**config.mk**
```make
export PLATFORM = sky130hd
export DESIGN_NAME = fit_block_allocator
export DESIGN_NICKNAME = d
export VERILOG_FILES = /design/src/hw/rtl/fba_pkg.sv /design/src/hw/rtl/fit_block_allocator.sv
export SDC_FILE = /design/constraint.sdc
export NUM_CORES = 1
export LEC_CHECK = 0
export ABC_AREA = 1
export BUFFER_PORTS_ARGS = -buffer_cell sky130_fd_sc_hd__buf_2
export CAP_MARGIN = 20
export CORE_MARGIN = 2
export CORE_UTILIZATION = 55
export CTS_CLUSTER_DIAMETER = 120
export DETAILED_ROUTE_END_ITERATION = 8
export PLACE_DENSITY = 0.74
export SLEW_MARGIN = 0
export SYNTH_ARGS = -nofsm -noshare
export SYNTH_HDL_FRONTEND = slang
export SYNTH_SLANG_ARGS = --single-unit
```
**constraint.sdc**
```tcl
create_clock -name clk -period 6 [get_ports clk]
set_input_delay 0 -clock clk [delete_from_list [all_inputs] [get_ports clk]]
set_output_delay 0 -clock clk [all_outputs]
set_load 0.02 [all_outputs]
```
**src/hw/rtl/fba_pkg.sv**
```systemverilog
// ---------------------------------------------------------------------------
// fba_pkg
// Shared types and constants of the fit block allocator.
// ---------------------------------------------------------------------------
`timescale 1ns / 1ps

package fba_pkg;

	localparam int DEF_NUM_BLOCKS = 16;
	localparam int DEF_SIZE_BITS  = 16;

	localparam int PADDR_W = 3;

	// register index, taken from paddr[2]
	localparam logic REG_FIT_POLICY    = 1'b0;
	localparam logic REG_BLOCKS_IN_USE = 1'b1;

	localparam logic [1:0] POL_FIRST = 2'd0;
	localparam logic [1:0] POL_BEST  = 2'd1;
	localparam logic [1:0] POL_WORST = 2'd2;

	localparam logic [4:0] BLOCKS_IN_USE_RST = 5'd16;

	localparam logic FUNC_LOAD  = 1'b0;
	localparam logic FUNC_ALLOC = 1'b1;

	typedef struct packed {
		logic        func;
		logic [3:0]  load_index;
		logic [15:0] load_size;
		logic [15:0] request_size;
	} in_item_t;

	typedef struct packed {
		logic       was_request;
		logic       granted;
		logic [3:0] block_index;
	} out_item_t;

endpackage

```
**src/hw/rtl/fit_block_allocator.sv**
```systemverilog
// ---------------------------------------------------------------------------
// fit_block_allocator
// Block size table with first, best or worst fit allocation over one
// shared compare unit.
// ---------------------------------------------------------------------------
//
//  channel  dir  handshake             payload
//  -------  ---  --------------------  ------------------------------------
//  in       in   in_valid / in_stall   in_data  (func, index, sizes)
//  out      out  out_valid / out_stall out_data (was_request, granted, idx)
//  apb      in   psel/penable/pready   fit_policy @0x0, blocks_in_use @0x4
//
//  A load goes from ST_IDLE straight to ST_DONE. A request scans the first
//  min(blocks_in_use, NUM_BLOCKS) blocks (none for an empty window): the
//  size memory read port visits one block per cycle and the comparator
//  judges it the cycle after.
//  One item at a time; in_stall is high until the result is in the output
//  register. A stalled result waits there while the next item is taken.
//  Reset clears the table to zero size and no block used at once, through
//  one loaded bit and one used bit per block.
// ---------------------------------------------------------------------------
`timescale 1ns / 1ps

module fit_block_allocator #(
	parameter int NUM_BLOCKS = fba_pkg::DEF_NUM_BLOCKS,
	parameter int SIZE_BITS  = fba_pkg::DEF_SIZE_BITS
) (
	input  logic                       clk,
	input  logic                       arst_n,
	input  logic                       in_valid,
	output logic                       in_stall,
	input  fba_pkg::in_item_t          in_data,
	output logic                       out_valid,
	input  logic                       out_stall,
	output fba_pkg::out_item_t         out_data,
	input  logic                       psel,
	input  logic                       penable,
	input  logic                       pwrite,
	input  logic [fba_pkg::PADDR_W-1:0] paddr,
	input  logic [31:0]                pwdata,
	output logic [31:0]                prdata,
	output logic                       pready
);
	import fba_pkg::*;

	localparam int IDX_W = (NUM_BLOCKS > 1) ? $clog2(NUM_BLOCKS) : 1;
	localparam int CNT_W = $clog2(NUM_BLOCKS + 1);
	localparam int LIM_W = (CNT_W > 5) ? CNT_W : 5;

	// sequencer
	localparam logic [1:0] ST_IDLE = 2'd0;	// waiting for a transfer
	localparam logic [1:0] ST_SCAN = 2'd1;	// walking the table
	localparam logic [1:0] ST_FIN  = 2'd2;	// build result, mark block used
	localparam logic [1:0] ST_DONE = 2'd3;	// hand result to output register

	logic [1:0] state_q;

	// configuration
	logic [1:0] fit_policy_q;
	logic [4:0] blocks_in_use_q;

	// table
	logic [SIZE_BITS-1:0] size_mem [NUM_BLOCKS];
	logic [NUM_BLOCKS-1:0] loaded_q;
	logic [NUM_BLOCKS-1:0] used_q;

	// scan
	logic [IDX_W-1:0]     issue_idx_q;
	logic [IDX_W-1:0]     last_idx_q;
	logic                 issuing_q;
	logic                 rd_valid_s1;
	logic [IDX_W-1:0]     rd_idx_s1;
	logic                 rd_loaded_s1;
	logic [SIZE_BITS-1:0] rd_data_s1;
	logic [SIZE_BITS-1:0] need_q;
	logic                 found_q;
	logic [IDX_W-1:0]     pick_q;
	logic [SIZE_BITS-1:0] best_q;

	out_item_t res_q;
	out_item_t out_data_q;
	logic      out_valid_q;

	logic                 in_xfer;
	logic                 load_hit;
	logic [IDX_W-1:0]     load_idx;
	logic [LIM_W-1:0]     lim;
	logic                 mem_we;
	logic                 mem_re;
	logic [SIZE_BITS-1:0] cand_size;
	logic                 cand_fits;
	logic                 cand_better;
	logic                 cand_take;
	logic                 cfg_wr;
	logic                 out_free;

	assign in_stall  = (state_q != ST_IDLE);
	assign in_xfer   = in_valid && !in_stall;
	assign out_valid = out_valid_q;
	assign out_data  = out_data_q;
	assign out_free  = !out_valid_q || !out_stall;

	// ---- configuration port ----
	assign pready = 1'b1;
	assign cfg_wr = psel && penable && pwrite && pready;

	always_comb begin
		prdata = '0;
		unique case (paddr[2])
			REG_FIT_POLICY:    prdata = 32'(fit_policy_q);
			REG_BLOCKS_IN_USE: prdata = 32'(blocks_in_use_q);
			default:           prdata = '0;
		endcase
	end

	always_ff @(posedge clk or negedge arst_n) begin
		if (!arst_n) begin
			fit_policy_q    <= POL_FIRST;
			blocks_in_use_q <= BLOCKS_IN_USE_RST;
		end else if (cfg_wr) begin
			unique case (paddr[2])
				REG_FIT_POLICY:    fit_policy_q    <= pwdata[1:0];
				REG_BLOCKS_IN_USE: blocks_in_use_q <= pwdata[4:0];
				default:           ;
			endcase
		end
	end

	// ---- request window: blocks_in_use clamped to the table ----
	always_comb begin
		lim = LIM_W'(blocks_in_use_q);
		if (lim > LIM_W'(NUM_BLOCKS))
			lim = LIM_W'(NUM_BLOCKS);
	end

	// loads beyond the table are acknowledged but change nothing
	assign load_hit = (int'(in_data.load_index) < NUM_BLOCKS);
	assign load_idx = IDX_W'(in_data.load_index);

	// ---- size memory: one write port, one registered read port ----
	assign mem_we = in_xfer && (in_data.func == FUNC_LOAD) && load_hit;
	assign mem_re = (state_q == ST_SCAN) && issuing_q;

	always_ff @(posedge clk) begin
		if (mem_we)
			size_mem[load_idx] <= SIZE_BITS'(in_data.load_size);
		if (mem_re)
			rd_data_s1 <= size_mem[issue_idx_q];
	end

	// ---- shared compare unit ----
	assign cand_size = rd_loaded_s1 ? rd_data_s1 : '0;
	assign cand_fits = !used_q[rd_idx_s1] && (cand_size >= need_q);

	always_comb begin
		cand_better = 1'b0;
		priority if (!found_q)
			cand_better = 1'b1;
		else if (fit_policy_q == POL_BEST)
			cand_better = (cand_size < best_q);
		else if (fit_policy_q == POL_WORST)
			cand_better = (cand_size > best_q);
		else
			cand_better = 1'b0;	// first fit keeps its first find
	end

	assign cand_take = rd_valid_s1 && cand_fits && cand_better;

	// ---- sequencer ----
	always_ff @(posedge clk or negedge arst_n) begin
		if (!arst_n) begin
			state_q      <= ST_IDLE;
			loaded_q     <= '0;
			used_q       <= '0;
			issue_idx_q  <= '0;
			last_idx_q   <= '0;
			issuing_q    <= 1'b0;
			rd_valid_s1  <= 1'b0;
			rd_loaded_s1 <= 1'b0;
			found_q      <= 1'b0;
			out_valid_q  <= 1'b0;
		end else begin
			rd_valid_s1 <= mem_re;
			if (mem_re)
				rd_loaded_s1 <= loaded_q[issue_idx_q];

			// output register: filled on hand-over, emptied by its transfer
			if ((state_q == ST_DONE) && out_free)
				out_valid_q <= 1'b1;
			else if (out_valid_q && !out_stall)
				out_valid_q <= 1'b0;

			unique case (state_q)
				ST_IDLE: begin
					if (in_xfer) begin
						if (in_data.func == FUNC_LOAD) begin
							if (load_hit) begin
								loaded_q[load_idx] <= 1'b1;
								used_q[load_idx]   <= 1'b0;
							end
							state_q <= ST_DONE;
						end else begin
							found_q     <= 1'b0;
							issue_idx_q <= '0;
							last_idx_q  <= IDX_W'(lim - LIM_W'(1));
							issuing_q   <= (lim != '0);
							state_q     <= (lim != '0) ? ST_SCAN : ST_FIN;
						end
					end
				end
				ST_SCAN: begin
					if (issuing_q) begin
						if (issue_idx_q == last_idx_q)
							issuing_q <= 1'b0;
						else
							issue_idx_q <= issue_idx_q + IDX_W'(1);
					end
					if (cand_take)
						found_q <= 1'b1;
					if (rd_valid_s1 && (rd_idx_s1 == last_idx_q))
						state_q <= ST_FIN;
				end
				ST_FIN: begin
					if (found_q)
						used_q[pick_q] <= 1'b1;
					state_q <= ST_DONE;
				end
				ST_DONE: begin
					if (out_free)
						state_q <= ST_IDLE;
				end
				default: state_q <= ST_IDLE;
			endcase
		end
	end

	// ---- payload registers ----
	always_ff @(posedge clk) begin
		if (mem_re)
			rd_idx_s1 <= issue_idx_q;
		if (in_xfer) begin
			need_q <= SIZE_BITS'(in_data.request_size);
			if (in_data.func == FUNC_LOAD) begin
				res_q.was_request <= 1'b0;
				res_q.granted     <= 1'b0;
				res_q.block_index <= in_data.load_index;
			end
		end
		if (cand_take) begin
			pick_q <= rd_idx_s1;
			best_q <= cand_size;
		end
		if (state_q == ST_FIN) begin
			res_q.was_request <= 1'b1;
			res_q.granted     <= found_q;
			res_q.block_index <= found_q ? 4'(pick_q) : 4'd0;
		end
		if ((state_q == ST_DONE) && out_free)
			out_data_q <= res_q;
	end

endmodule

```
* Word-level counts from Yosys, hierarchy flattened
Memories as Yosys holds them, arrays and structs flattened. A register that Yosys moved wholly into a read port is not among the register bits. Index checks and enable logic that the tools add are counted. W data, S select, Z words.
Word-level totals: word-level logic and storage cells 140, output and inout port bits 41, bits in writable memories 256, input bits 79, memories 1, flip-flop bits (word level) 106
Memories:
- size_mem | depth 16, width 16, read ports 1, clocked after Yosys merged registers in 1, write ports 1, RTL line fit_block_allocator.sv:63 | logic [SIZE_BITS-1:0] size_mem [NUM_BLOCKS];
Cells by class: muxes and demuxes 46, bitwise operators 6, add/subtract/negate cells 2, equal/unequal tests 17, reduce and logical (&&, ||, !) cells 36, $lt $le $gt $ge 10
Operators with widths (number):
- $mux W16 | 4
- $pmux W32 S2 | 1
- $or A16 B16 Y16 | 2
- $pmux W16 S2 | 1
- $lt A4 B5 Y1 const B | 4
- $mux W4 | 5
- $mux W5 | 4
- $mux W1 | 18
- $and A16 B16 Y16 | 1
- $ge A16 B16 Y1 | 1
- $gt A16 B16 Y1 | 1
- $lt A16 B16 Y1 | 1
- $ne A2 B2 Y1 const B | 8
- $not A16 Y16 | 1
- $logic_and A1 B1 Y1 | 13
- $reduce_and A3 Y1 | 4
- $mux W2 | 5
- $reduce_bool A2 Y1 | 5
- $bmux W1 S4 | 2
- $demux W1 S4 | 2
- $eq A4 B4 Y1 | 2
- $ge A4 B1 Y1 const B | 2
- $pmux W2 S4 | 1
- $pmux W4 S2 | 1
- 15 further kinds | 28

* Longest topological paths before layout
Gate-level depths: netlist of the first run.
depth in word-level cells 9, gate-level depth with buffers 17, gate-level depth less buffers 15

* Worst setup path before layout of the first run
No wires, ideal clock.
path kind reg2reg, from register state_q[0], to memory size_mem[12][0] in the netlist's numbering (enable), library setup time 0.434 ns, arrival 2.615 ns, cell stages (with the launch flop) 7, period minus slack after synthesis 3.048 ns, data required time 5.566 ns, path buffers 0, slack 2.952 ns, cells stage by stage dfrtp_1 > inv_1 > ha_1 > nand2_1 > nor2_1 > inv_2 > nor4_1
On the way: longest elaborated chain between the ends 6
Ends and longest elaborated chain:
- start, declared | RTL line fit_block_allocator.sv:56 | logic [1:0] state_q;
- start signal, assigned | RTL line fit_block_allocator.sv:207 | state_q <= (lim != '0) ? ST_SCAN : ST_FIN;
- $reduce_bool A2 Y1 | RTL line fit_block_allocator.sv:97 | assign in_stall = (state_q != ST_IDLE);
- $logic_not A1 Y1 | RTL line fit_block_allocator.sv:98 | assign in_xfer = in_valid && !in_stall;
- $logic_and A1 B1 Y1 | RTL line fit_block_allocator.sv:98
- $logic_and A1 B1 Y1 | RTL line fit_block_allocator.sv:141 | assign mem_we = in_xfer && (in_data.func == FUNC_LOAD) && load_hit;
- $mux W1 | RTL line fit_block_allocator.sv:145 | if (mem_we)
- $mux W1 (not written as such) | RTL line fit_block_allocator.sv:146 | size_mem[load_idx] <= SIZE_BITS'(in_data.load_size);
- end, declared | RTL line fit_block_allocator.sv:63
No other way between the ends.

* Worst setup path after layout of the first run
from register rd_loaded_s1, to register best_q[8] (enable)
On the way: longest elaborated chain between the ends 6, elaborated cells between the ends (all ways) 10, classes of those cells 3 x order compare; 4 x mux; 3 x reduce/logical
Ends and longest elaborated chain:
- start, declared | RTL line fit_block_allocator.sv:73 | logic rd_loaded_s1;
- start signal, assigned | RTL line fit_block_allocator.sv:185 | rd_loaded_s1 <= loaded_q[issue_idx_q];
- $mux W16 (*) | RTL line fit_block_allocator.sv:152 | assign cand_size = rd_loaded_s1 ? rd_data_s1 : '0;
- net cand_size[15] | RTL line fit_block_allocator.sv:90 | logic [SIZE_BITS-1:0] cand_size;
- $gt A16 B16 Y1 | RTL line fit_block_allocator.sv:162 | cand_better = (cand_size > best_q);
- $mux W1 | RTL line fit_block_allocator.sv:161 | else if (fit_policy_q == POL_WORST)
- $mux W1 | RTL line fit_block_allocator.sv:159 | else if (fit_policy_q == POL_BEST)
- $mux W1 | RTL line fit_block_allocator.sv:157 | priority if (!found_q)
- $logic_and A1 B1 Y1 (*) | RTL line fit_block_allocator.sv:167 | assign cand_take = rd_valid_s1 && cand_fits && cand_better;
- net cand_take | RTL line fit_block_allocator.sv:93 | logic cand_take;
- end signal, assigned | RTL line fit_block_allocator.sv:251 | best_q <= cand_size;
- end, declared | RTL line fit_block_allocator.sv:78 | logic [SIZE_BITS-1:0] best_q;
The timed path passes the listed nets; every way through them passes the cells marked *. A chain may end at the register's enable or synchronous reset.

==> results.md, run 1 <==
- The run finished with clean final reports.
- The number of placed instances, taps included, is 1746.
- For this block, the routed nets add up to 35.32 mm of wire.
- The worst hold path terminates at blocks_in_use_q[4]$_DFFE_PN1P_.
- The analysis attributes to cell leakage a power of 0.007204 uW.
- For this run, the total global-route usage over all layers was measured as 23.31%.
- The commonest cells after synthesis are 323 x sky130_fd_sc_hd__edfxtp_1, 185 x sky130_fd_sc_hd__nor2_1, 177 x sky130_fd_sc_hd__o21ai_0.
- The ratio of cells with drive above 1 in the final layout is 13.30%.
- The fill cell instance count of the final layout is 2107.
- The startpoint identified for the worst hold timing path is penable.
- The number of failing hold endpoints at the final stage was 0.
- The total cell area at the placement stage is 16710 sq um.
- Yosys instantiated no cell more often than sky130_fd_sc_hd__edfxtp_1.
- The portion of the post-synthesis area used by sequential elements is 68.95%.
- The worst setup path is captured at a flop.
- The overall power is 7667 uW.
- The clock tree from TritonCTS is done.
- The setup path with the least slack is of type reg2reg.
- The number of antenna-violating nets in the routed design is 0.
- The area fraction in compound gates after synthesis is 11.78%.
- The area of the die is 30580 sq um.
- For the pin with the worst max-slew slack, the measured transition is 1.100 ns.
- The first routing iteration left 1072 violations.
- In the routed design, unresolved DRC markers number 0.
- The startpoint identified for the worst register-to-register timing path is rd_loaded_s1$_DFFE_PN0P_.
- The main flop type after synthesis is sky130_fd_sc_hd__edfxtp_1.
- STA classifies the critical path startpoint as a flop.
- The via count of the first global-routing pass is 10206.
- Clock latency on the worst-skew pair, taken at its later pin, is 0.54 ns.
- The flop-to-flop setup slack is 2.96 ns.
- The standard cell core area is 28700 sq um.
- The maximum root-to-sink buffer count is 3.
- The worst endpoint data arrival time is 3.20 ns.
- Entering global routing, the biggest net connects 81 pins.
- The number of clock sinks is 378.
- The clock period could shrink to 3.045 ns.
- The floorplan die height is 174.9 um.
- The first global-routing pass estimated 55.06 mm of wire.
- The synthesis-stage register bit count is 378.
- The total of buffers placed on input and output ports is 62.
- Synthesis produced a netlist whose cell count is 1341.
- During synthesis, Yosys emitted a total of 0 warnings.
- The number of top-level pins is 120.
- Setup repair after global routing left no endpoint under its margin.
- For the worst flop-to-flop path, the logic depth is 14.
- Clock-pin slew was measured on the worst setup and hold paths at 0.06 ns.
- The initial antenna violation count is 1.
- Summing every instance area after synthesis gives 16060 sq um.
- The worst voltage drop across the vdd grid is 0.3119 mV.
- The number of non-filler instances in the completed layout is 1873.
- After layout, the worst path uses 50.75% of the clock period.
- The area of the multi-input gates is 4214 sq um.
- Once layout is done, the placed cells without fillers occupy 18590 sq um.
- For the final routed database, the setup TNS stands at 0 ns.
- Averaged over all synthesized cells, the footprint is 11.97 sq um.
- The area of all sequential standard cells is 11080 sq um.
- The per-cell routed wire length is 18.86 um.
- Setup violations remaining at the end of the flow were counted as 0.
- In this run the tightest slew margin relative to its limit is 26.55%.
- After Yosys synthesis, and, or, nand and nor cells account for 10.26% of the synthesized area.
- The layout overhead on the synthesized area is 15.74%.
- For the final database, setup skew stands at 0.02048 ns.
- Summing over every cut layer, the via total after detailed routing is 10687.
- Along the worst path, the maximum fanout reaches 20.
- The share of the synthesized area in the top cell type is 60.40%.
- The first TritonRoute pass finished after 8 iterations.
- The achievable clock frequency is 0.3284 GHz.
- Counting flops with a built-in enable in the synthesized netlist gives 323.
- The worst hold path passes through 4 cells.
- The power per cell area is 412.5 nW/um^2.
- At the worst endpoint, the required time is 6.15 ns.
- The post-synthesis cell type count is 44.
- Ranked by total cell area, the synthesized netlist is headed by sky130_fd_sc_hd__edfxtp_1 60%, sky130_fd_sc_hd__dfrtp_1 8.3%, sky130_fd_sc_hd__o21ai_0 5.5%.
- The post-detailed-route via-to-cell ratio is 5.706.
- The final setup slack of the worst path is 2.955 ns.
- The type of the worst min-delay path is in2reg.
- Summed over all layers, the global routing overflow is 0.
- Of the total synthesized cell area, the portion taken by full adders, half adders and majority gates is 2.805%.
- For this run, asynchronously set or reset flops after synthesis account for 14.29%.
- The number of clock buffers added by TritonCTS is 39.
- Routability-driven placement finished with a final weighted congestion of 0.8536.
- Buffers added to address setup during post-CTS repair amount to 0.
- The H-tree was split into 2 levels.
- The end of the worst register-to-register path is best_q[8]$_DFFE_PP_.
- Summed over all nets, the half-perimeter wirelength after detailed placement is 19.34 mm.
- The total of max-cap violations is 0.
- The cell row count is 62.
- The worst setup slack after placement is 2.942 ns.
- The cell type contributing the most total cell area after synthesis is sky130_fd_sc_hd__edfxtp_1.
- The final-stage net count is 1574.
- The tree is rooted in a sky130_fd_sc_hd__clkbuf_16.
- The portion of netlist area occupied by mux cells is 0%.
- The number of max-slew violations in the final report was 0.
- The overall die width is 174.9 um.
- The fraction of synthesized cell area in xor and xnor cells is 0.3818%.
- The combinational family with the most area after synthesis is compound AO/OA/AOI/OAI gates.
- The effective utilization at floorplan is 55.95%.
- The number of antenna diodes is 0.
worst max-delay path by stage:
stage	from	to	cells after the start
3_5_place_dp	rd_loaded_s1$_DFFE_PN0P_	best_q[5]$_DFFE_PP_	14
4_1_cts	rd_loaded_s1$_DFFE_PN0P_	best_q[5]$_DFFE_PP_	14
5_1_grt	rd_loaded_s1$_DFFE_PN0P_	best_q[10]$_DFFE_PP_	13
3_3_place_gp	rd_loaded_s1$_DFFE_PN0P_	best_q[4]$_DFFE_PP_	14
2_1_floorplan	state_q[0]$_DFFE_PN0P_	size_mem[12][0]$_DFFE_PP_	6
6_report	rd_loaded_s1$_DFFE_PN0P_	best_q[8]$_DFFE_PP_	14
cells by family after synthesis:
family	after synthesis
buffers and inverters	210
other	2
AND/OR/NAND/NOR	392
flip-flops	378
AO/OA/AOI/OAI	316
XOR/XNOR	7
adder cells (fa/ha/maj)	36
worst max-delay path: stages, from the launching register on:
cell and delay [ns]:
sky130_fd_sc_hd__dfrtp_1 0.60, sky130_fd_sc_hd__nand2_1 0.14, sky130_fd_sc_hd__inv_1 0.08, sky130_fd_sc_hd__ha_1 0.29, sky130_fd_sc_hd__nand2_1 0.06, sky130_fd_sc_hd__inv_1 0.06, sky130_fd_sc_hd__nand3_1 0.10, sky130_fd_sc_hd__or2_2 0.30
sky130_fd_sc_hd__inv_1 0.07, sky130_fd_sc_hd__nand2_1 0.08, sky130_fd_sc_hd__nand2_1 0.06, sky130_fd_sc_hd__nand2_1 0.04, sky130_fd_sc_hd__nand3_1 0.08, sky130_fd_sc_hd__nand2_1 0.05, sky130_fd_sc_hd__inv_1 0.63
placed cells by master (no fill, tap or decap), types with 2 or more instances in the layout:
master / count
sky130_fd_sc_hd__nor3_2: 4
sky130_fd_sc_hd__or2_2: 17
sky130_fd_sc_hd__ha_1: 36
sky130_fd_sc_hd__o221ai_1: 52
sky130_fd_sc_hd__nand4_1: 6
sky130_fd_sc_hd__nand3_1: 40
sky130_fd_sc_hd__o21ai_0: 177
sky130_fd_sc_hd__clkbuf_8: 2
sky130_fd_sc_hd__nor2_1: 175
sky130_fd_sc_hd__clkbuf_1: 5
sky130_fd_sc_hd__clkinv_2: 10
sky130_fd_sc_hd__nand2_1: 123
sky130_fd_sc_hd__inv_1: 112
sky130_fd_sc_hd__dfrtp_1: 51
sky130_fd_sc_hd__xor2_1: 2
sky130_fd_sc_hd__dlygate4sd3_1: 56
sky130_fd_sc_hd__nor4_2: 2
sky130_fd_sc_hd__buf_2: 62
sky130_fd_sc_hd__nor2_2: 10
sky130_fd_sc_hd__o21bai_1: 2
sky130_fd_sc_hd__bufinv_16: 5
sky130_fd_sc_hd__buf_4: 24
sky130_fd_sc_hd__edfxtp_1: 323
sky130_fd_sc_hd__o21ai_1: 7
sky130_fd_sc_hd__conb_1: 28
sky130_fd_sc_hd__inv_2: 4
sky130_fd_sc_hd__clkinv_1: 6
sky130_fd_sc_hd__a31oi_1: 12
sky130_fd_sc_hd__nor3_1: 7
sky130_fd_sc_hd__a21oi_1: 20
sky130_fd_sc_hd__o211ai_1: 15
sky130_fd_sc_hd__o22ai_1: 25
sky130_fd_sc_hd__clkinvlp_4: 2
sky130_fd_sc_hd__clkbuf_16: 39
sky130_fd_sc_hd__nor2_4: 3
sky130_fd_sc_hd__xnor2_1: 5
sky130_fd_sc_hd__clkinv_8: 2
sequential cells by signal, summed over array words and instances (netlist names), 2 cells and up:
signal / cells
size_mem: 256
best_q: 16
loaded_q: 16
need_q: 16
rd_data_s1: 16
used_q: 16
out_data: 6
res_q: 6
blocks_in_use_q: 5
issue_idx_q: 4
last_idx_q: 4
pick_q: 4
rd_idx_s1: 4
fit_policy_q: 2
state_q: 2
metal layers:
| layer | up-vias | part of all wire [%] | track usage [%] |
|---|---|---|---|
| met3 | 83 | 8.2 | 3.307 |
| met2 | 499 | 49 | 39.00 |
| met4 | 0 | 2.6 | 8.438 |
| met5 | - | 0 | 0 |
| met1 | 5138 | 40 | 31.42 |
| li1 | 4967 | - | - |
cell type report:
class                      instances  area share (%)
timing repair buffer             142           5.655
tap                              384           2.585
inverter                         119           2.424
clock buffer                      46           5.500
multi-input combinational        779           22.67
sequential                       378           59.60
clock inverter                    25           1.562
power breakdown:
part	leakage [uW]	total, uW	switching (uW)	internal (uW)
Sequential	0.00361	3370	204	3160
Clock	0.000643	2450	1000	1450
Combinational	0.00295	1850	1240	610
Total	0.00720	7670	2440	5220
metrics by stage:
| stage | util [%] | hold WS (ns) |
|---|---|---|
| floorplan | - | -0.2956 |
| finish | 64.75 | 0.06922 |
| global route | 64.75 | 0.1242 |
| global placement | 58.23 | 0.1760 |
| CTS | 64.75 | 0.04058 |
| detailed placement | 58.23 | 0.1781 |
repair_timing:
| action | 4_1_cts | 5_1_grt |
|---|---|---|
| hold buffers | 56 | 0 |
| endpoints found under the setup margin | 0 | 0 |
| hold endpoints to repair | 361 | 0 |
| resized for setup | 0 | 0 |
Note: power is estimated with default switching activity, not from simulation.
==> run 2, diff against run 1 <==
- CORE_UTILIZATION: 55 -> 54
- PLACE_DENSITY: 0.74 -> 0.76
- clock period: 6 -> 2.5 ns (I/O delays scaled with it)
==> run 2 against run 1 <==
Net effect: worst hold slack worse by 0.0062 ns; sequential cell count unchanged; sequential power rose by 140%; critical path depth fell by 1; register-to-register slack got worse by 2.9 ns; non-clock buffer count rose by 15; clock skew about the same; via count grew 1.6%; global-route usage is 0.82 points higher; design area increased by 2.2%; critical path type unchanged; critical endpoint unchanged.
==> results.md, run 2 (synthesized netlist as in run 1, its figures left out) <==
- 120 I/O pins were placed.
- For met2 alone, demand over resource in global routing was 40.62%.
- Summing over every cut layer, the via total after detailed routing is 10858.
- The register with the most flip-flops in the layout has 256 of them.
- The number of failing hold endpoints at the final stage came to 0.
- The fraction of met1 tracks used by global routing is 30.87%.
- Between clock sinks in the finished design, the worst skew comes to 0.02084 ns.
- The total DRC errors in the routed layout is 0.
- In the routed layout, each cell is associated on average with a via count of 5.751.
- The first detailed-routing pass ran for 8 iterations.
- The number of clock sinks is 378.
- The initial utilization of the core area, before any placement, comes to 54.47%.
- The total negative setup slack is 0 ns.
- During placement, the flow inserted port buffers numbering 62.
- The total cell area at the placement stage is 17080 sq um.
- Entering global routing, the biggest net connects 105 pins.
- Counting both buffers and inverters, the worst setup path holds a total of 5.
- In this run the tightest slew margin relative to its limit is 52.90%.
- The via count of the first global-routing pass is 10752.
- STA puts the critical path data arrival time at 2.68 ns.
- The layout overhead on the synthesized area is 18.26%.
- The congestion estimate from routability-driven global placement came to 0.8743.
- The number of antenna diodes is 0.
- The worst voltage drop across the vdd grid is 0.7578 mV.
- In the final routed layout, each cell accounts on average for 19.85 um.
- The worst endpoint required time is 2.79 ns.
- For this run, the post-layout net count is 1587.
- The maximum single-stage delay on the critical path is 0.44 ns.
- Counting stages on the worst path, the most repeated cell is sky130_fd_sc_hd__nand2_1.
- At the pin with the least slew margin, the transition time is 0.7065 ns.
- The startpoint of the worst register-to-register path is rd_loaded_s1$_DFFE_PN0P_.
- In the final layout, the share of cells above drive strength 1 is 16.29%.
- The share of total power in sequential cells is 43.2%.
- The core occupancy in the finished layout is 64.42%.
- Buffers inserted during clock tree synthesis total 37.
- Once routing completed, OpenROAD measured the worst setup slack at 0.1043 ns.
- The library cell used most frequently in the layout, excluding fill and tap cells, is sky130_fd_sc_hd__edfxtp_1.
- The total non-filler cell area in the finished layout is 18990 sq um.
- The number of max-slew violations in the final report is 0.
- The half-perimeter wire length after detailed placement is 21.29 mm.
- The run finished with clean final reports.
- met2 is the most crowded layer.
- The category of the most critical setup path is reg2reg.
- The tool flagged a number of max-cap violations equal to 0.
- Measured along the x axis, the die boundary spans 176.4 um.
- The initial antenna violation count came to 0.
- The critical path goes through buf_6 > nand2_1 > inv_2 > ha_1 > nand2_1 > o21ai_1 > a21oi_2 > nand3_2 > nand2_1 > inv_2 > nand2_2 > clkinvlp_4 > clkbuf_16.
- The total routing usage reported by global routing is 24.13%.
- At the placement stage, the worst setup path has a slack of 0.08289 ns.
- The worst-path cell with the longest stage delay is sky130_fd_sc_hd__dfrtp_2.
- Of the total power, the share spent switching nets is 32.74%.
- The end of the worst register-to-register path is best_q[8]$_DFFE_PP_.
- The detailed router finished its first iteration with 1133 violations.
- The design draws 18360 uW.
- The met3 layer usage reported by global route is 4.500%.
- The standard cell core area is 29480 sq um.
- The cell-internal power is 12350 uW.
- The portion of the clock cycle consumed by the worst path in the final layout is 95.83%.
- The initialized floorplan defines 63 standard-cell rows.
- After global routing the overflow that remains totals 0.
- The type of the worst min-delay path is in2async.
- The final layout contains routed wiring with a total length of 37.47 mm.
- The cell type group with the largest total delay on the critical path is buffers and inverters.
- The clock tree from TritonCTS is done.
- For this design the static power due to leakage is 0.007254 uW.
- The share of power burned in the clock network is 29.0%.
- The number of antenna-violating nets in the routed design is 0.
- The floorplan die height is 176.4 um.
- The library cell used as clock root buffer is sky130_fd_sc_hd__clkbuf_16.
- The analysis attributes to net switching a power of 6012 uW.
- The fill cell instance count of the final layout is 2087.
- The most flop-heavy register is size_mem.
- The area of the die is 31130 sq um.
- Setup violations remaining at the end of the flow were counted as 0.
- For the worst-skew pair, the clock arrives at the later sink with an insertion delay of 0.54 ns.
- The top cell types in the final layout, fill and taps aside, are 323 x sky130_fd_sc_hd__edfxtp_1, 174 x sky130_fd_sc_hd__nor2_1, 174 x sky130_fd_sc_hd__o21ai_0, 119 x sky130_fd_sc_hd__nand2_1, 99 x sky130_fd_sc_hd__inv_1.
- The power per cell area is 966.9 nW/um^2.
- STA classifies the critical path endpoint as a flop.
- The flop-to-flop setup slack is 0.10 ns.
- The startpoint type of the worst setup path is a flop.
- Clock-pin slew was measured on the worst setup and hold paths at 0.06 ns.
- The H-tree was split into 2 levels.
- Subtracting the final worst setup slack from the clock period gives 2.396 ns.
- The global-route wire length before repair is 57.44 mm.
- The power share of the combinational group is 27.7%.
- The critical-path maximum fanout is 7.
- Static timing analysis puts the maximum clock frequency at 0.4174 GHz.
- Measured in cells, the most critical reg-to-reg path has a length of 13.
- No sink is reached through more buffers than the 3 on the longest clock path.
## run 2: cell count changes in the layout (fill, tap and decap cells not counted), sizes merged
cell and change:
buf +19, bufinv -2, clkbuf -4, clkinv +3, clkinvlp -1, dlygate4sd3 -5, inv -1
## run 2: worst max path at each step
stage                             start                        end  slack [ns]  cells after the start
6_report       rd_loaded_s1$_DFFE_PN0P_        best_q[8]$_DFFE_PP_        0.10                     13
3_3_place_gp   rd_loaded_s1$_DFFE_PN0P_        pick_q[0]$_DFFE_PP_        0.13                     16
2_1_floorplan    state_q[0]$_DFFE_PN0P_  size_mem[12][0]$_DFFE_PP_       -0.55                      6
5_1_grt        rd_loaded_s1$_DFFE_PN0P_        best_q[6]$_DFFE_PP_       -0.02                     17
3_5_place_dp   rd_loaded_s1$_DFFE_PN0P_        best_q[8]$_DFFE_PP_        0.08                     16
4_1_cts          state_q[1]$_DFFE_PN0P_      used_q[1]$_DFFE_PN0P_        0.06                     12
## run 2: power groups by stage
stage                     registers, uW  clock network (uW)  logic [uW]
after global placement             8010                   0        4480
after detailed placement           8030                   0        4680
final                              7940                5330        5090
after CTS                          7910                5370        4800
after global routing               7990                5630        5650
after floorplan                    7970                   0        3310
## run 2: layer usage
layer | part of all wire [%] | vias up
met5 | 0 | -
met4 | 3.6 | 0
met3 | 8.3 | 118
met2 | 49 | 570
met1 | 39 | 5160
li1 | - | 5010
## run 2: area by class of cell
| cell class | count | area [sq um] | share of cell area (%) |
|---|---|---|---|
| clock buffer | 41 | 940.9 | 4.955 |
| sequential | 378 | 11080 | 58.33 |
| timing repair buffer | 157 | 1409 | 7.419 |
| clock inverter | 24 | 203.9 | 1.074 |
| inverter | 119 | 454.2 | 2.392 |
| multi-input combinational | 779 | 4417 | 23.26 |
| tap | 390 | 488.0 | 2.570 |
## run 2: timing repair
item,4_1_cts,5_1_grt
setup buffers,0,1
endpoints found under the setup margin,0,21
hold endpoints to repair,332,0
hold buffers,51,0
resized for setup,0,52
## run 2: worst reg2reg max path, stage by stage, from the launching register on
cell	delay (ns)
sky130_fd_sc_hd__dfrtp_2	0.44
sky130_fd_sc_hd__buf_6	0.15
sky130_fd_sc_hd__nand2_1	0.07
sky130_fd_sc_hd__inv_2	0.07
sky130_fd_sc_hd__ha_1	0.32
sky130_fd_sc_hd__nand2_1	0.16
sky130_fd_sc_hd__o21ai_1	0.12
sky130_fd_sc_hd__a21oi_2	0.17
sky130_fd_sc_hd__nand3_2	0.09
sky130_fd_sc_hd__nand2_1	0.09
sky130_fd_sc_hd__inv_2	0.05
sky130_fd_sc_hd__nand2_2	0.07
sky130_fd_sc_hd__clkinvlp_4	0.15
sky130_fd_sc_hd__clkbuf_16	0.20
## run 2: stage by stage
step	hold slack (ns)	std cells
detailed placement	0.08457	1769
finish	0.06302	1888
global placement	0.09223	1769
CTS	0.07407	1885
floorplan	-0.2956	1367
global route	0.1239	1888
==> run 3, diff against run 2 <==
- CORE_UTILIZATION: 54 -> 50
- PLACE_DENSITY: 0.76 -> 0.71
==> run 3 against run 2 <==
Net effect: the run now ends with setup timing left; via count is essentially flat; clock-buffer cell count is 9 higher; sequential power about the same; die area up 7.8%; register-to-register slack got worse by 0.11 ns; largest power group unchanged.
==> results.md, run 3 (synthesized netlist as in run 1, its figures left out) <==
- The maximum number of pins on one net before global-route repair is 103.
- The number of failing hold endpoints at the final stage was 0.
- Clock tree synthesis inserted a total of 39 buffers.
- The switching fraction of total power is 32.65%.
- For the final database, setup skew stands at 0.01305 ns.
- Based on the critical path, the design can be clocked at up to 0.3983 GHz.
- Summing internal, switching and leakage power gives 18490 uW.
- At the pin with the least slew margin, the transition time is 0.7986 ns.
- The clock transition time at the flip-flop clock pins of the worst setup and hold paths is 0.06 ns.
- The number of failing setup endpoints in the final timing report is 7.
- The via count of the first global-routing pass is 10728.
- The number of non-filler instances in the completed layout is 1914.
- Counting every sink on the clock net gives 378.
- The analysis attributes to net switching a power of 6036 uW.
- The run finished, with violations left.
- For the worst setup path, the data required time is 2.75 ns.
- The first-pass iteration count of the detailed router is 5.
- The initial utilization of the core area, before any placement, comes to 50.89%.
- After detailed routing, the average wire length per cell comes to 19.83 um.
- For this block, the routed nets add up to 37.96 mm of wire.
- Including well taps, the total number of placed cells is 1780.
- The worst voltage drop across the vdd grid is 0.6572 mV.
- At the end of the flow the core is filled with cells to 60.47%.
- Detailed placement finished with a half-perimeter wire length of 21.45 mm.
- The post-detailed-route via-to-cell ratio is 5.672.
- The congestion estimate from routability-driven global placement came to 0.8870.
- The floorplan die height is 183.2 um.
- The library cell used as clock root buffer is sky130_fd_sc_hd__clkbuf_16.
- After detailed routing, the number of remaining DRC violations is 0.
- The relative max-transition margin is 46.59%.
- After the first detailed-routing iteration, the DRC count stood at 1294.
- The initial antenna violation count came to 0.
- Per report_power, the sequential group accounts for 42.8% of the total.
- The flip-flop count of the largest register after layout is 256.
- In this run the worst hold path is classified as in2reg.
- The number of max-slew violations in the final report is 0.
- The critical-path maximum fanout is 10.
- On the critical path the largest part of the delay comes from simple AND/OR/NAND/NOR gates.
- Setup repair after global routing could not meet its margin everywhere.
- Buffers placed on the I/O ports in this run total 62.
- The floorplan step defined a core boundary enclosing 31560 sq um.
- The first global-routing pass estimated 58.01 mm of wire.
- The minimum clock period after layout is 2.510 ns.
- Walking the worst path, the cells encountered are buf_12 > buf_6 > nand2_2 > inv_2 > ha_4 > nand3_2 > or2_2 > inv_1 > nand2_1 > nand2_1 > nand2_1 > nand3_2 > nand2_2 > clkinvlp_4 > clkbuf_16.
- The ratio of cells with drive above 1 in the final layout is 15.87%.
- The total number of H-tree levels is 2.
- Summed over all layers, the global routing overflow is 0.
- The total of max-cap violations is 0.
- The number of antenna diodes is 0.
- TritonCTS built the clock tree.
- Cell internal power was estimated by the tool at 12450 uW.
- The worst path uses 100.4% of the clock period.
- In the layout the commonest cells are 323 x sky130_fd_sc_hd__edfxtp_1, 176 x sky130_fd_sc_hd__o21ai_0, 175 x sky130_fd_sc_hd__nor2_1, 117 x sky130_fd_sc_hd__nand2_1, 101 x sky130_fd_sc_hd__inv_1.
- The category of the most critical setup path is reg2reg.
- The number of top-level pins is 120.
- The cell row count is 65.
- Counting both buffers and inverters, the worst setup path holds a total of 6.
- The final reports fail on setup timing.
- The layout overhead on the synthesized area is 18.83%.
- The largest single stage delay on the critical path is 0.39 ns.
- Ranked by flip-flop count, first place goes to size_mem.
- The overall die width is 183.2 um.
- On the critical path, the stage with the largest delay is an instance of sky130_fd_sc_hd__dfrtp_1.
- The clock passes through at most 3 buffers.
- The final-stage net count is 1597.
- In this run the power density over the cells is 968.9 nW/um^2.
- The area of the die is 33570 sq um.
- The clock insertion delay at the later pin of the skew report is 0.54 ns.
- The most numerous cell type found on the critical path is sky130_fd_sc_hd__nand2_1.
- The analysis attributes to cell leakage a power of 0.007289 uW.
- The most common cell after layout, fill and taps aside is sky130_fd_sc_hd__edfxtp_1.
- In the global route stage, overall resource usage came out at 22.44%.
- The power share of the combinational group is 27.2%.
- The number of antenna-violating nets in the routed design is 0.
- STA classifies the critical path startpoint as a flop.
- The nature of the critical path endpoint is a flop.
- The share of power burned in the clock network is 29.9%.
- Across all setup checks in the final design, the least slack found is -0.01039 ns.
- The total via count in the routed design is 10857.
- The worst endpoint data arrival time is 2.76 ns.
run 3: changes by cell type in the layout (fill, tap and decap cells not counted), moves of 3 or more:
cell | before | now
sky130_fd_sc_hd__dlygate4sd3_1 | 51 | 59
sky130_fd_sc_hd__clkbuf_1 | 4 | 9
sky130_fd_sc_hd__buf_4 | 21 | 24
sky130_fd_sc_hd__clkinv_1 | 15 | 12
sky130_fd_sc_hd__nand2_2 | 4 | 7
run 3: repair_timing:
action                     in CTS  in global routing
hold endpoints to repair      376                  0
setup endpoints to repair       0                 21
resized for setup               0                 35
hold buffers                   59                  0
buffers inserted                0                  3
run 3: final timing paths:
kind	start	end	slack [ns]	cells past startpoint
worst max register to register	rd_loaded_s1$_DFFE_PN0P_	pick_q[0]$_DFFE_PP_	-0.01	15
worst min-delay path	psel	blocks_in_use_q[1]$_DFFE_PN0P_	0.14	5
min in group asynchronous	arst_n	blocks_in_use_q[4]$_DFFE_PN1P_	0.55	3
worst min register to register	res_q[4]$_SDFFCE_PN0P_	out_data[4]$_DFFE_PP_	0.42	0
max in group asynchronous	arst_n	used_q[15]$_DFFE_PN0P_	0.73	4
worst max-delay path	rd_loaded_s1$_DFFE_PN0P_	pick_q[0]$_DFFE_PP_	-0.01	15
run 3: worst min-delay path, delay by kind of cell:
family                 cells  cell delay [ns]
buffers and inverters      1             0.07
and+or+nand+nor            3             0.47
AOI/OAI and AO/OA          1             0.07
run 3: layout make-up:
type	count	area, sq um
fillers	2375	12470
inverters	119	454.2
flip-flops and latches	378	11080
well taps	402	503.0
repair buffers	165	1469
multi-input cells	779	4362
clock buffers	50	1037
clock inverters	21	180.2
run 3: power groups by stage:
stage / registers [uW] / logic [uW] / clock network [uW]
detailed placement: 8040 / 4670 / 0
global placement: 8010 / 4530 / 0
global route: 7980 / 5570 / 5850
floorplan: 7970 / 3310 / 0
CTS: 7910 / 4800 / 5600
finish: 7920 / 5030 / 5540
run 3: through the flow:
step	setup TNS (ns)	hold WS [ns]	setup WS [ns]	area [sq um]
floorplan	-23.38	-0.2956	-0.5483	16160
detailed placement	0	-0.01479	0.08698	17070
finish	-0.06567	0.1377	-0.01039	19080
global route	-2.186	0.1792	-0.1319	19080
global placement	0	-0.01451	0.1340	17070
CTS	0	0.09955	0.06983	18880
run 3: per-layer routing:
| metal | wire [um] | vias to the layer above | track usage, % |
|---|---|---|---|
| li1 | - | 5035 | - |
| met1 | 16260 | 5286 | 30.48 |
| met2 | 17970 | 437 | 36.41 |
| met3 | 2576 | 99 | 3.872 |
| met4 | 1158 | 0 | 8.672 |
| met5 | 0 | - | 0 |
